===== config.mk =====
export PLATFORM = sky130hd
export DESIGN_NAME = joystick_motor_command_qualifier_top
export DESIGN_NICKNAME = d
export VERILOG_FILES = /design/src/jmcq_pkg.sv /design/src/jmcq_lane.sv /design/src/jmcq_merge.sv /design/src/joystick_motor_command_qualifier_top.sv
export VERILOG_INCLUDE_DIRS = /design/src /design/src/src
export SDC_FILE = /design/constraint.sdc
export NUM_CORES = 1
export LEC_CHECK = 0
export BUFFER_PORTS_ARGS = -buffer_cell sky130_fd_sc_hd__buf_4
export CORE_MARGIN = 4
export CORE_UTILIZATION = 60
export DETAILED_ROUTE_END_ITERATION = 10
export PLACE_DENSITY = 0.84
export SLEW_MARGIN = 15
export SYNTH_ARGS = -nofsm -noshare
export SYNTH_HDL_FRONTEND = slang
export SYNTH_SLANG_ARGS = --single-unit

===== constraint.sdc =====
create_clock -name clk -period 8.8 [get_ports clk]
set_input_delay 0.88 -clock clk [delete_from_list [all_inputs] [get_ports clk]]
set_output_delay 0.88 -clock clk [all_outputs]
set_load 0.1 [all_outputs]

===== src/joystick_motor_command_qualifier_top_macros.svh =====
// Assertion macros shared by the joystick motor command qualifier RTL
`ifndef JOYSTICK_MOTOR_COMMAND_QUALIFIER_TOP_MACROS_SVH
`define JOYSTICK_MOTOR_COMMAND_QUALIFIER_TOP_MACROS_SVH

// same-cycle implication
`define JMCQ_ASSERT_NOW(label, clk, rst, ante, cons) \
  label: assert property (@(posedge clk) disable iff (rst) (ante) |-> (cons)) \
    else $error("jmcq assertion failed");

// next-cycle implication
`define JMCQ_ASSERT_NEXT(label, clk, rst, ante, cons) \
  label: assert property (@(posedge clk) disable iff (rst) (ante) |=> (cons)) \
    else $error("jmcq assertion failed");

`endif


===== src/jmcq_pkg.sv =====
// Types, codes and constants of the joystick motor command qualifier
package jmcq_pkg;

  localparam int TICK_WIDTH_DEF = 32;
  localparam int TICK_IN_W      = 32;
  localparam int LOCKOUT_W      = 16;
  localparam int STEP_W         = 6;
  localparam int SPEED_W        = 7;
  localparam int CFG_W          = 16;
  localparam int REG_IDX_W      = 2;
  localparam int BTN_COUNT      = 5;

  localparam int BTN_RIGHT = 0;
  localparam int BTN_LEFT  = 1;
  localparam int BTN_UP    = 2;
  localparam int BTN_DOWN  = 3;
  localparam int BTN_OK    = 4;

  localparam logic [1:0] DIR_RIGHT = 2'd0;
  localparam logic [1:0] DIR_LEFT  = 2'd1;
  localparam logic [1:0] DIR_STOP  = 2'd2;

  localparam logic [1:0] CMD_NONE  = 2'd0;
  localparam logic [1:0] CMD_RIGHT = 2'd1;
  localparam logic [1:0] CMD_LEFT  = 2'd2;
  localparam logic [1:0] CMD_STOP  = 2'd3;

  localparam logic [REG_IDX_W-1:0] REG_LOCKOUT   = 2'd0;
  localparam logic [REG_IDX_W-1:0] REG_STEP      = 2'd1;
  localparam logic [REG_IDX_W-1:0] REG_SPEED_MAX = 2'd2;

  localparam logic [LOCKOUT_W-1:0] LOCKOUT_RESET   = 16'd30;
  localparam logic [STEP_W-1:0]    STEP_RESET      = 6'd5;
  localparam logic [SPEED_W-1:0]   SPEED_MAX_RESET = 7'd100;

  typedef struct packed {
    logic [LOCKOUT_W-1:0] lockout_ticks;
    logic [STEP_W-1:0]    speed_step;
    logic [SPEED_W-1:0]   speed_max;
  } cfg_t;

  typedef struct packed {
    logic [1:0]           motor_dir;
    logic                 motor_on;
    logic [SPEED_W-1:0]   speed_level;
    logic [1:0]           drive_cmd;
    logic                 duty_update;
    logic                 speed_meas_clear;
    logic [BTN_COUNT-1:0] accepted_mask;
  } result_t;

endpackage


===== src/jmcq_lane.sv =====
// One button lane: edge detect with tick lockout
module jmcq_lane #(
  parameter int TICK_WIDTH = jmcq_pkg::TICK_WIDTH_DEF
) (
  input  logic                           clk,
  input  logic                           rst,
  input  logic                           capture,
  input  logic                           pressed,
  input  logic [TICK_WIDTH-1:0]          now,
  input  logic [jmcq_pkg::LOCKOUT_W-1:0] lockout,
  output logic                           hit
);
  import jmcq_pkg::*;

  localparam int CMP_W = (TICK_WIDTH > LOCKOUT_W) ? TICK_WIDTH : LOCKOUT_W;

  logic                  prev_pressed;
  logic [TICK_WIDTH-1:0] last_tick;
  logic [TICK_WIDTH-1:0] diff;
  logic [CMP_W-1:0]      diff_x;
  logic [CMP_W-1:0]      lock_x;

  assign diff   = now - last_tick;
  assign diff_x = CMP_W'(diff);
  assign lock_x = CMP_W'(lockout);
  assign hit    = pressed && !prev_pressed && (diff_x > lock_x);

  always_ff @(posedge clk) begin
    if (rst) begin
      prev_pressed <= 1'b0;
      last_tick    <= '0;
    end else if (capture) begin
      prev_pressed <= pressed;
      if (hit) begin
        last_tick <= now;
      end
    end
  end

endmodule


===== src/jmcq_merge.sv =====
// Merge stage: apply accepted presses in button order to the drive state
module jmcq_merge (
  input  logic                           clk,
  input  logic                           rst,
  input  logic                           load,
  input  logic [jmcq_pkg::BTN_COUNT-1:0] mask,
  input  jmcq_pkg::cfg_t                 cfg,
  output jmcq_pkg::result_t              res
);
  import jmcq_pkg::*;

  logic [1:0]         direction;
  logic               running;
  logic [SPEED_W-1:0] speed_value;

  logic [1:0]         direction_next;
  logic               running_next;
  logic [SPEED_W-1:0] speed_value_next;
  logic [1:0]         cmd;
  logic               duty;
  logic               clr;
  logic [SPEED_W:0]   up_sum;

  always_comb begin
    direction_next   = direction;
    running_next     = running;
    speed_value_next = speed_value;
    cmd              = CMD_NONE;
    duty             = 1'b0;
    clr              = 1'b0;
    if (mask[BTN_RIGHT]) begin
      direction_next = DIR_RIGHT;
      running_next   = 1'b1;
      cmd            = CMD_RIGHT;
      clr            = 1'b1;
    end
    if (mask[BTN_LEFT]) begin
      direction_next = DIR_LEFT;
      running_next   = 1'b1;
      cmd            = CMD_LEFT;
      clr            = 1'b1;
    end
    up_sum = {1'b0, speed_value_next} + (SPEED_W + 1)'(cfg.speed_step);
    if (mask[BTN_UP] && running_next && (up_sum <= {1'b0, cfg.speed_max})) begin
      speed_value_next = up_sum[SPEED_W-1:0];
      duty             = 1'b1;
      clr              = 1'b1;
    end
    if (mask[BTN_DOWN] && running_next &&
        (speed_value_next >= SPEED_W'(cfg.speed_step))) begin
      speed_value_next = speed_value_next - SPEED_W'(cfg.speed_step);
      duty             = 1'b1;
      clr              = 1'b1;
    end
    if (mask[BTN_OK]) begin
      direction_next = DIR_STOP;
      running_next   = 1'b0;
      cmd            = CMD_STOP;
      clr            = 1'b1;
    end
  end

  always_ff @(posedge clk) begin
    if (rst) begin
      direction   <= DIR_STOP;
      running     <= 1'b0;
      speed_value <= '0;
    end else if (load) begin
      direction   <= direction_next;
      running     <= running_next;
      speed_value <= speed_value_next;
    end
  end

  always_ff @(posedge clk) begin
    if (load) begin
      res.motor_dir        <= direction_next;
      res.motor_on         <= running_next;
      res.speed_level      <= speed_value_next;
      res.drive_cmd        <= cmd;
      res.duty_update      <= duty;
      res.speed_meas_clear <= clr;
      res.accepted_mask    <= mask;
    end
  end

endmodule


===== src/joystick_motor_command_qualifier_top.sv =====
// Joystick motor command qualifier: config, button lanes, merge, output register
// Each input transfer's lane hits are registered in s1_mask, then the merge result is registered at the outputs.
// Throughput: one sample per cycle while the output is not stalled; five lanes qualify all buttons at once.
// Each lane does one TICK_WIDTH-bit wrapping subtract and compare per sample.
// Reset clears history, stops the motor, zeroes speed and loads register defaults.
`include "joystick_motor_command_qualifier_top_macros.svh"

module joystick_motor_command_qualifier_top #(
  parameter int TICK_WIDTH = jmcq_pkg::TICK_WIDTH_DEF
) (
  input  logic                           clk,
  input  logic                           rst,
  input  logic                           in_valid,
  output logic                           in_stall,
  input  logic                           right_n,
  input  logic                           left_n,
  input  logic                           up_n,
  input  logic                           down_n,
  input  logic                           ok_n,
  input  logic [jmcq_pkg::TICK_IN_W-1:0] tick_now,
  output logic                           out_valid,
  input  logic                           out_stall,
  output logic [1:0]                     motor_dir,
  output logic                           motor_on,
  output logic [jmcq_pkg::SPEED_W-1:0]   speed_level,
  output logic [1:0]                     drive_cmd,
  output logic                           duty_update,
  output logic                           speed_meas_clear,
  output logic [jmcq_pkg::BTN_COUNT-1:0] accepted_mask,
  input  logic                           cfg_wen,
  input  logic [jmcq_pkg::REG_IDX_W-1:0] cfg_index,
  input  logic [jmcq_pkg::CFG_W-1:0]     cfg_data
);
  import jmcq_pkg::*;

  cfg_t                  cfg;
  logic                  in_xfer;
  logic                  out_load;
  logic                  advance;
  logic                  s1_valid;
  logic [BTN_COUNT-1:0]  s1_mask;
  logic [BTN_COUNT-1:0]  pressed;
  logic [BTN_COUNT-1:0]  hit;
  logic [TICK_WIDTH-1:0] now;
  result_t               res;

  always_ff @(posedge clk) begin
    if (rst) begin
      cfg.lockout_ticks <= LOCKOUT_RESET;
      cfg.speed_step    <= STEP_RESET;
      cfg.speed_max     <= SPEED_MAX_RESET;
    end else if (cfg_wen) begin
      unique case (cfg_index)
        REG_LOCKOUT:   cfg.lockout_ticks <= cfg_data[LOCKOUT_W-1:0];
        REG_STEP:      cfg.speed_step    <= cfg_data[STEP_W-1:0];
        REG_SPEED_MAX: cfg.speed_max     <= cfg_data[SPEED_W-1:0];
        default: ;
      endcase
    end
  end

  assign out_load = !out_valid || !out_stall;
  assign advance  = s1_valid && out_load;
  assign in_stall = s1_valid && !out_load;
  assign in_xfer  = in_valid && !in_stall;

  assign now = TICK_WIDTH'(tick_now);
  assign pressed[BTN_RIGHT] = !right_n;
  assign pressed[BTN_LEFT]  = !left_n;
  assign pressed[BTN_UP]    = !up_n;
  assign pressed[BTN_DOWN]  = !down_n;
  assign pressed[BTN_OK]    = !ok_n;

  for (genvar b = 0; b < BTN_COUNT; b++) begin : g_lane
    jmcq_lane #(
      .TICK_WIDTH(TICK_WIDTH)
    ) u_lane (
      .clk    (clk),
      .rst    (rst),
      .capture(in_xfer),
      .pressed(pressed[b]),
      .now    (now),
      .lockout(cfg.lockout_ticks),
      .hit    (hit[b])
    );
  end

  always_ff @(posedge clk) begin
    if (rst) begin
      s1_valid  <= 1'b0;
      out_valid <= 1'b0;
    end else begin
      if (in_xfer) begin
        s1_valid <= 1'b1;
      end else if (advance) begin
        s1_valid <= 1'b0;
      end
      if (out_load) begin
        out_valid <= s1_valid;
      end
    end
  end

  always_ff @(posedge clk) begin
    if (in_xfer) begin
      s1_mask <= hit;
    end
  end

  jmcq_merge u_merge (
    .clk (clk),
    .rst (rst),
    .load(advance),
    .mask(s1_mask),
    .cfg (cfg),
    .res (res)
  );

  assign motor_dir        = res.motor_dir;
  assign motor_on         = res.motor_on;
  assign speed_level      = res.speed_level;
  assign drive_cmd        = res.drive_cmd;
  assign duty_update      = res.duty_update;
  assign speed_meas_clear = res.speed_meas_clear;
  assign accepted_mask    = res.accepted_mask;

  `JMCQ_ASSERT_NOW(a_stall_only_when_full, clk, rst, in_stall, s1_valid)
  `JMCQ_ASSERT_NEXT(a_xfer_fills_stage, clk, rst, in_xfer, s1_valid)
  `JMCQ_ASSERT_NOW(a_on_matches_dir, clk, rst, out_valid, motor_on == (motor_dir != DIR_STOP))
  `JMCQ_ASSERT_NOW(a_duty_clears_meas, clk, rst, out_valid && duty_update, speed_meas_clear)
  `JMCQ_ASSERT_NOW(a_cmd_clears_meas, clk, rst, out_valid && drive_cmd != CMD_NONE, speed_meas_clear)

endmodule


==> impl_metrics.tcl, run 1 <==
set metrics [dict create \
    run_status "complete, no violations" \
    arrival_ns 6.95 \
    antenna_left 0 \
    syn_avg_cell_area_um2 8.08 \
    hp-start "cfg[28]" \
    synth_cells 2537 \
    fp-row-count 67 \
    cap_viol_max_count 0 \
    setup_viol 0 \
    setup-tns-final_ns 0 \
    max-vdd-ir-drop_uv 140 \
    synth_top_family_by_area "simple AND/OR/NAND/NOR gates" \
    worstMarginPinSlew_ns 1.15 \
    netlist_top_cells_count "ha_1 (254), inv_1 (227), a21oi_1 (212)" \
    synth_area_um2 20500 \
    slew-limit-headroom_pct 22.4 \
    worstPathRequired_ns 9.09 \
    cts_sinks 230 \
    synth_seq_cells 230 \
    synth_top_area_share_pct 20.1 \
    p_per_area_nw_per_um2 165 \
    p_leak_nw 9.08 \
    synth.largest_area_cell "dfxtp_1" \
    die_area_um2 37200 \
    gr-usage-all-layers_pct 30.7 \
    wirelength_um 58900 \
    timing.final.crit_share_pct 75.7 \
    yosys_warnings 0 \
    ys_seq_area_share_pct 23.6 \
    stdcell_area_um2 22300 \
    core_um2 33600 \
    rr_startpoint "cfg[8]" \
    synth_compound_area_share_pct 20.3 \
    post-cts-setup-buffers 0 \
    grt_pass1_vias 18500 \
    yosysUniqueCellTypes 88 \
    fmax_ghz 0.150 \
    yosys.area_share.simple_pct 20.4 \
    syn_to_final_growth_pct 8.64 \
    gp_congestion 0.976 \
    cp_max_fo 7 \
    io_pins 81 \
    critPathKind "reg -> reg" \
    drc 0 \
    fillers 2807 \
    ys_top_cells_by_area "dfxtp_1 (20%), ha_1 (16%), mux2i_1 (7.5%)" \
    fin_skew_ns 0.0155 \
    fin_crit_ns 6.66 \
    postCtsHoldBufs 0 \
    synthArstFlopShare_pct 0 \
    drive_gt1_share_pct 7.06 \
    drv_slew 0 \
    hold_path_class "reg -> reg" \
    clk_pin_slew_ns 0.06 \
    rsz0062_at_grt "no" \
    grt_pass1_wl_um 92700 \
    cp-start-kind "register" \
    wl_per_cell_um 19.5 \
    dr.pass1.iters 6 \
    synthXorXnorAreaFrac_pct 5.13 \
    die_h_um 193 \
    critPathLaunch "cfg[8]" \
    die_w_um 193 \
    placed_area_um2 21300 \
    antenna_found_initial 0 \
    synthAdderAreaFrac_pct 16.2 \
    via_per_inst 6.27 \
    synth_nets 2858 \
    dp_hpwl_um 45600 \
    yosysMostFrequentCell "ha_1" \
    root_buffer "clkbuf_16" \
    clkLatencyLatePin_ns 0.56 \
    synthMuxAreaShare_pct 8.18 \
    antenna-diode-count 0 \
    start_util_pct 61.0 \
    cts_made_buffers 27 \
    port_buffers 80 \
    grt_overflow_total 0 \
    timing.reg2reg.setup_slack_ns 2.14 \
    synth_edf_count 24 \
    synthFlopType "dfxtp_1" \
    final_net_count 2879 \
    drt_iter0_markers 1749 \
    ctsResizeCount 0 \
    vias 19000 \
    grt_max_degree 113 \
    cts_max_path_buffers 3 \
    cts_max_level 1 \
    hold_viol_final 0 \
    setup.worst_path.end_class "register" \
    cts_tree "built" \
]
## cell families (layout without fill, tap and decap cells)
group | after synthesis | in the layout
AND/OR/NAND/NOR | 796 | 796
XOR/XNOR | 120 | 120
multiplexers | 166 | 166
buffers and inverters | 319 | 360
flip-flops | 230 | 230
AO/OA/AOI/OAI | 645 | 645
adder cells (fa/ha/maj) | 261 | 261
## flip-flops by register name, summed over array words and instances (netlist names)
register	count
g_lane.u_lane.last_tick	160
cfg	29
u_merge.res	19
u_merge.speed_value	7
g_lane.u_lane.prev_pressed	5
s1_mask	5
u_merge.direction	2
out_valid	1
s1_valid	1
u_merge.running	1
## worst paths after layout
kind / to / cells past startpoint
setup / recovery: u_merge.res[5] / 24
hold / removal: cfg[28] / 2
setup reg to reg: u_merge.res[5] / 24
hold reg to reg: cfg[28] / 2
## critical path, cell delays in order, from the launching register on
cell and delay, ns:
dfxtp_1 0.49, ha_1 0.29, a21o_1 0.17, a21oi_1 0.27, o21bai_1 0.10, a21oi_1 0.25
xnor2_1 0.19, ha_1 0.29, a21o_1 0.18, a21oi_1 0.20, and3b_1 0.23, o211ai_1 0.14
a21oi_1 0.59, mux2i_1 0.40, inv_1 0.08, ha_1 0.31, nor2b_1 0.14, o21ai_0 0.14
nand2b_1 0.11, a21o_1 0.19, a21o_1 0.20, a211oi_1 0.35, a21oi_1 0.31, or2_2 0.37
or4_1 0.41
## power breakdown
| group | switching [mW] | internal, mW | total (mW) |
|---|---|---|---|
| clock | 0.489 | 0.759 | 1.25 |
| sequential | 0.0329 | 1.12 | 1.15 |
| combinational | 0.771 | 0.499 | 1.27 |
| total | 1.29 | 2.38 | 3.67 |
## through the flow
stage | cells | worst slack (ns) | hold slack (ns) | power, mW | utilization (%)
after floorplan | 2537 | 3.17 | 0.426 | 2.10 | -
after global placement | 2977 | 2.38 | 0.443 | 2.36 | 63.4
after detailed placement | 2977 | 2.09 | 0.452 | 2.41 | 63.4
after CTS | 3026 | 2.21 | 0.462 | 3.65 | 66.3
after global routing | 3026 | 1.73 | 0.479 | 3.85 | 66.3
final | 3026 | 2.14 | 0.465 | 3.67 | 66.3
## layout by cell type, fill, tap and decap left out, drive strengths merged, types with 21 or more instances in the layout
cell	instances
ha	254
inv	231
a21oi	214
dfxtp	206
nand2	194
nand2b	175
mux2i	153
nor2	148
o21ai	136
buf	84
xnor2	69
nand3	57
a21o	56
xor2	51
nand4	46
nor3	39
nand3b	37
a211oi	33
o21a	32
clkbuf	31
edfxtp	24
o211ai	21
## routing by layer
layer / share of wire [%] / global-route usage (%) / routed length (um) / up-vias
li1: - / - / - / 9098
met1: 43 / 40.3 / 25300 / 8988
met2: 47 / 52.8 / 27500 / 747
met3: 7.2 / 3.58 / 4240 / 144
met4: 3.3 / 10.0 / 1930 / 0
met5: 0 / 0 / 0 / -
## layout make-up
cell class | instances | area, um2 | area share (%)
flip-flops and latches | 230 | 4840 | 21.7
inverters | 227 | 852 | 3.83
clock buffers | 31 | 711 | 3.19
repair buffers | 84 | 631 | 2.83
well taps | 448 | 561 | 2.52
multi-input cells | 1988 | 14400 | 64.7
clock inverters | 18 | 267 | 1.20
No activity file was read; power rests on OpenSTA's default activity.
==> run 2: changes to the inputs <==
--- a/config.mk
+++ b/config.mk
@@ -6,11 +6,12 @@
 export SDC_FILE = /design/constraint.sdc
 export NUM_CORES = 1
 export LEC_CHECK = 0
+export ABC_AREA = 1
 export BUFFER_PORTS_ARGS = -buffer_cell sky130_fd_sc_hd__buf_4
 export CORE_MARGIN = 4
-export CORE_UTILIZATION = 60
+export CORE_UTILIZATION = 59
 export DETAILED_ROUTE_END_ITERATION = 10
-export PLACE_DENSITY = 0.84
+export PLACE_DENSITY = 0.85
 export SLEW_MARGIN = 15
 export SYNTH_ARGS = -nofsm -noshare
 export SYNTH_HDL_FRONTEND = slang
==> constraint.sdc (replaced) <==
create_clock -name clk -period 5.7 [get_ports clk]
set_input_delay 0.57 -clock clk [delete_from_list [all_inputs] [get_ports clk]]
set_output_delay 0.57 -clock clk [all_outputs]
set_load 0.1 [all_outputs]
==> run 2 against run 1 <==
Against the previous run: area after synthesis up 22%; combinational power up 120%; first-iteration DRC count up 80%; cell count up 63%; utilization down 2.1 points; sequential power up 57%; design area up 21%; sequential share of layout area down 3.7 points; clock skew up 0.0041 ns; die area up 23%; count of clock-buffer cells in the layout up 7.
==> impl_metrics.tcl, run 2 <==
set metrics [dict create \
    clkLatencyLatePin_ns 0.59 \
    seq_power_share_pct 27.6 \
    hp-start "up_n" \
    final_cell_mix "nand2_1 (1462), inv_1 (903), nor2_1 (428)" \
    netlist_top_cells_count "nand2_1 (1462), inv_1 (904), nor2_1 (434)" \
    worstPathRequired_ns 6.01 \
    drt_iter0_markers 3153 \
    root_buffer "clkbuf_16" \
    setup.worst_path.end_class "register" \
    fin_crit_ns 5.08 \
    io_pins 81 \
    max-vdd-ir-drop_uv 256 \
    postCtsHoldBufs 0 \
    setup-tns-final_ns 0 \
    rr_startpoint "cfg[7]" \
    cts_max_path_buffers 3 \
    timing.reg2reg.setup_slack_ns 0.62 \
    vias 26500 \
    critPathKind "reg -> reg" \
    cts_made_buffers 29 \
    grt_pass1_wl_um 126000 \
    cts_tree "built" \
    via_per_inst 5.37 \
    hold_viol_final 0 \
    netSwitchingFraction_pct 41.5 \
    p_leak_nw 15.4 \
    cts_sinks 230 \
    arrival_ns 5.40 \
    final_cells 4929 \
    run_status "complete, no violations" \
    clkPwrFrac_pct 29.3 \
    start_util_pct 59.7 \
    yosys_warnings 0 \
    gp_congestion 1.10 \
    fp-row-count 75 \
    drive_gt1_share_pct 5.79 \
    gr-usage-all-layers_pct 34.8 \
    synth.largest_area_cell "nand2_1" \
    synth_nets 4651 \
    synthFlopType "dfxtp_1" \
    cp_max_fo 9 \
    rsz0062_at_grt "no" \
    synth_area_um2 25000 \
    fin_skew_ns 0.0197 \
    port_buffers 80 \
    cp-start-kind "register" \
    switchingPower_mw 2.71 \
    antenna_left 0 \
    dr.pass1.iters 6 \
    yosysUniqueCellTypes 54 \
    dp.cells 4878 \
    syn_avg_cell_area_um2 5.77 \
    combPwrFrac_pct 43.2 \
    ys_top_cells_by_area "nand2_1 (22%), dfxtp_1 (17%), inv_1 (14%)" \
    synthArstFlopShare_pct 0 \
    syn_to_final_growth_pct 7.55 \
    ys_seq_area_share_pct 19.4 \
    drc 0 \
    final_net_count 4691 \
    wirelength_um 81800 \
    ctsResizeCount 0 \
    synth_seq_cells 230 \
    core_um2 41900 \
    fmax_ghz 0.197 \
    wl_per_cell_um 16.6 \
    grt_pass1_vias 22800 \
    worstMarginPinSlew_ns 1.03 \
    reg_top3 "g_lane.u_lane.last_tick x160, cfg x29, u_merge.res x19" \
    grt_max_degree 115 \
    cap_viol_max_count 0 \
    antenna-diode-count 0 \
    top_register "g_lane.u_lane.last_tick" \
    drv_slew 0 \
    hold-path-cell-count 2 \
    clk_pin_slew_ns 0.06 \
    fillers 4129 \
    min_to "g_lane[2].u_lane.prev_pressed" \
    antenna_found_initial 0 \
    die_h_um 214 \
    cts_max_level 1 \
    hold_path_class "in -> reg" \
    synth_top_area_share_pct 22.0 \
    layout.cells.most_common "nand2_1" \
    die_area_um2 45700 \
    setup_viol 0 \
    worstReg2RegEnd "u_merge.res[5]" \
    slew-limit-headroom_pct 31.1 \
    grt_overflow_total 0 \
    synth_cells 4330 \
    internal_power_mw 3.82 \
    yosysMostFrequentCell "nand2_1" \
    largest_reg_flops 160 \
    timing.final.crit_share_pct 89.2 \
    die_w_um 214 \
    synth_edf_count 24 \
    post-cts-setup-buffers 0 \
    dp_hpwl_um 64800 \
    r2r_cells 26 \
    p_per_area_nw_per_um2 243 \
]
[run 2: worst max-delay path: stages (launching register included)]
cell and delay [ns]:
dfxtp_1 0.33, ha_1 0.23, fa_1 0.41, nand3_1 0.09, nand2_1 0.08, a21oi_1 0.14
o21bai_1 0.09, xnor2_1 0.20, inv_1 0.07, ha_1 0.29, nand2_1 0.06, inv_1 0.06
a221oi_1 0.23, nand2_1 0.08, o31ai_1 0.07, nand3_1 0.20, a21oi_1 0.27, ha_1 0.32
a21oi_1 0.13, o21ai_0 0.14, a21o_1 0.18, a21oi_1 0.18, nor2_1 0.07, a211oi_1 0.29
nand2_2 0.21, a21boi_0 0.26, nand4_1 0.11
[run 2: final cells by class]
| cell class | instances | area (um2) | area share [%] |
|---|---|---|---|
| Timing Repair Buffer | 100 | 751 | 2.80 |
| Clock inverter | 13 | 150 | 0.559 |
| Clock buffer | 38 | 835 | 3.11 |
| Inverter | 942 | 3550 | 13.2 |
| Multi-Input combinational cell | 3067 | 16100 | 59.8 |
| Tap cell | 539 | 674 | 2.51 |
| Sequential cell | 230 | 4840 | 18.0 |
[run 2: logic make-up (layout without fill, tap and decap cells)]
kind of cell | after synthesis | after routing | synth area share, %
AO/OA/AOI/OAI | 323 | 323 | 7.24
XOR/XNOR | 88 | 88 | 3.09
adder cells (fa/ha/maj) | 261 | 261 | 13.3
flip-flops | 230 | 230 | 19.4
buffers and inverters | 1033 | 1093 | 16.4
AND/OR/NAND/NOR | 2395 | 2395 | 40.6
[run 2: worst max path at each step]
stage	startpoint	end	slack (ns)	cells after the start
after floorplan	cfg[7]	u_merge.res[5]	0.98	28
after global placement	cfg[7]	u_merge.res[5]	0.77	26
after detailed placement	cfg[7]	u_merge.res[5]	0.67	26
after CTS	cfg[7]	u_merge.res[5]	0.65	26
after global routing	cfg[7]	u_merge.res[5]	0.17	26
final	cfg[7]	u_merge.res[5]	0.62	26
[run 2: through the flow]
step | util (%) | total power, mW | worst slack, ns | area [um2] | hold WS [ns]
3_3_place_gp | 61.8 | 4.53 | 0.767 | 25900 | 0.446
2_1_floorplan | - | 3.88 | 0.982 | 25000 | 0.426
5_1_grt | 64.2 | 6.96 | 0.175 | 26900 | 0.177
4_1_cts | 64.2 | 6.47 | 0.655 | 26900 | 0.161
6_report | 64.2 | 6.53 | 0.618 | 26900 | 0.177
3_5_place_dp | 61.8 | 4.56 | 0.672 | 25900 | 0.448
[run 2: power by group through the flow]
stage | Clock [mW] | Combinational (mW) | Sequential [mW]
finish | 1.91 | 2.82 | 1.80
global route | 1.98 | 3.17 | 1.81
CTS | 1.92 | 2.75 | 1.80
detailed placement | 0 | 2.73 | 1.83
global placement | 0 | 2.70 | 1.83
floorplan | 0 | 1.99 | 1.89
[run 2: metal layers]
metal | vias to the layer above | wire, um | global-route usage, %
li1 | 13500 | - | -
met1 | 11500 | 36400 | 50.5
met2 | 1278 | 33200 | 51.9
met3 | 212 | 8240 | 5.62
met4 | 0 | 3970 | 13.0
met5 | - | 0 | 0
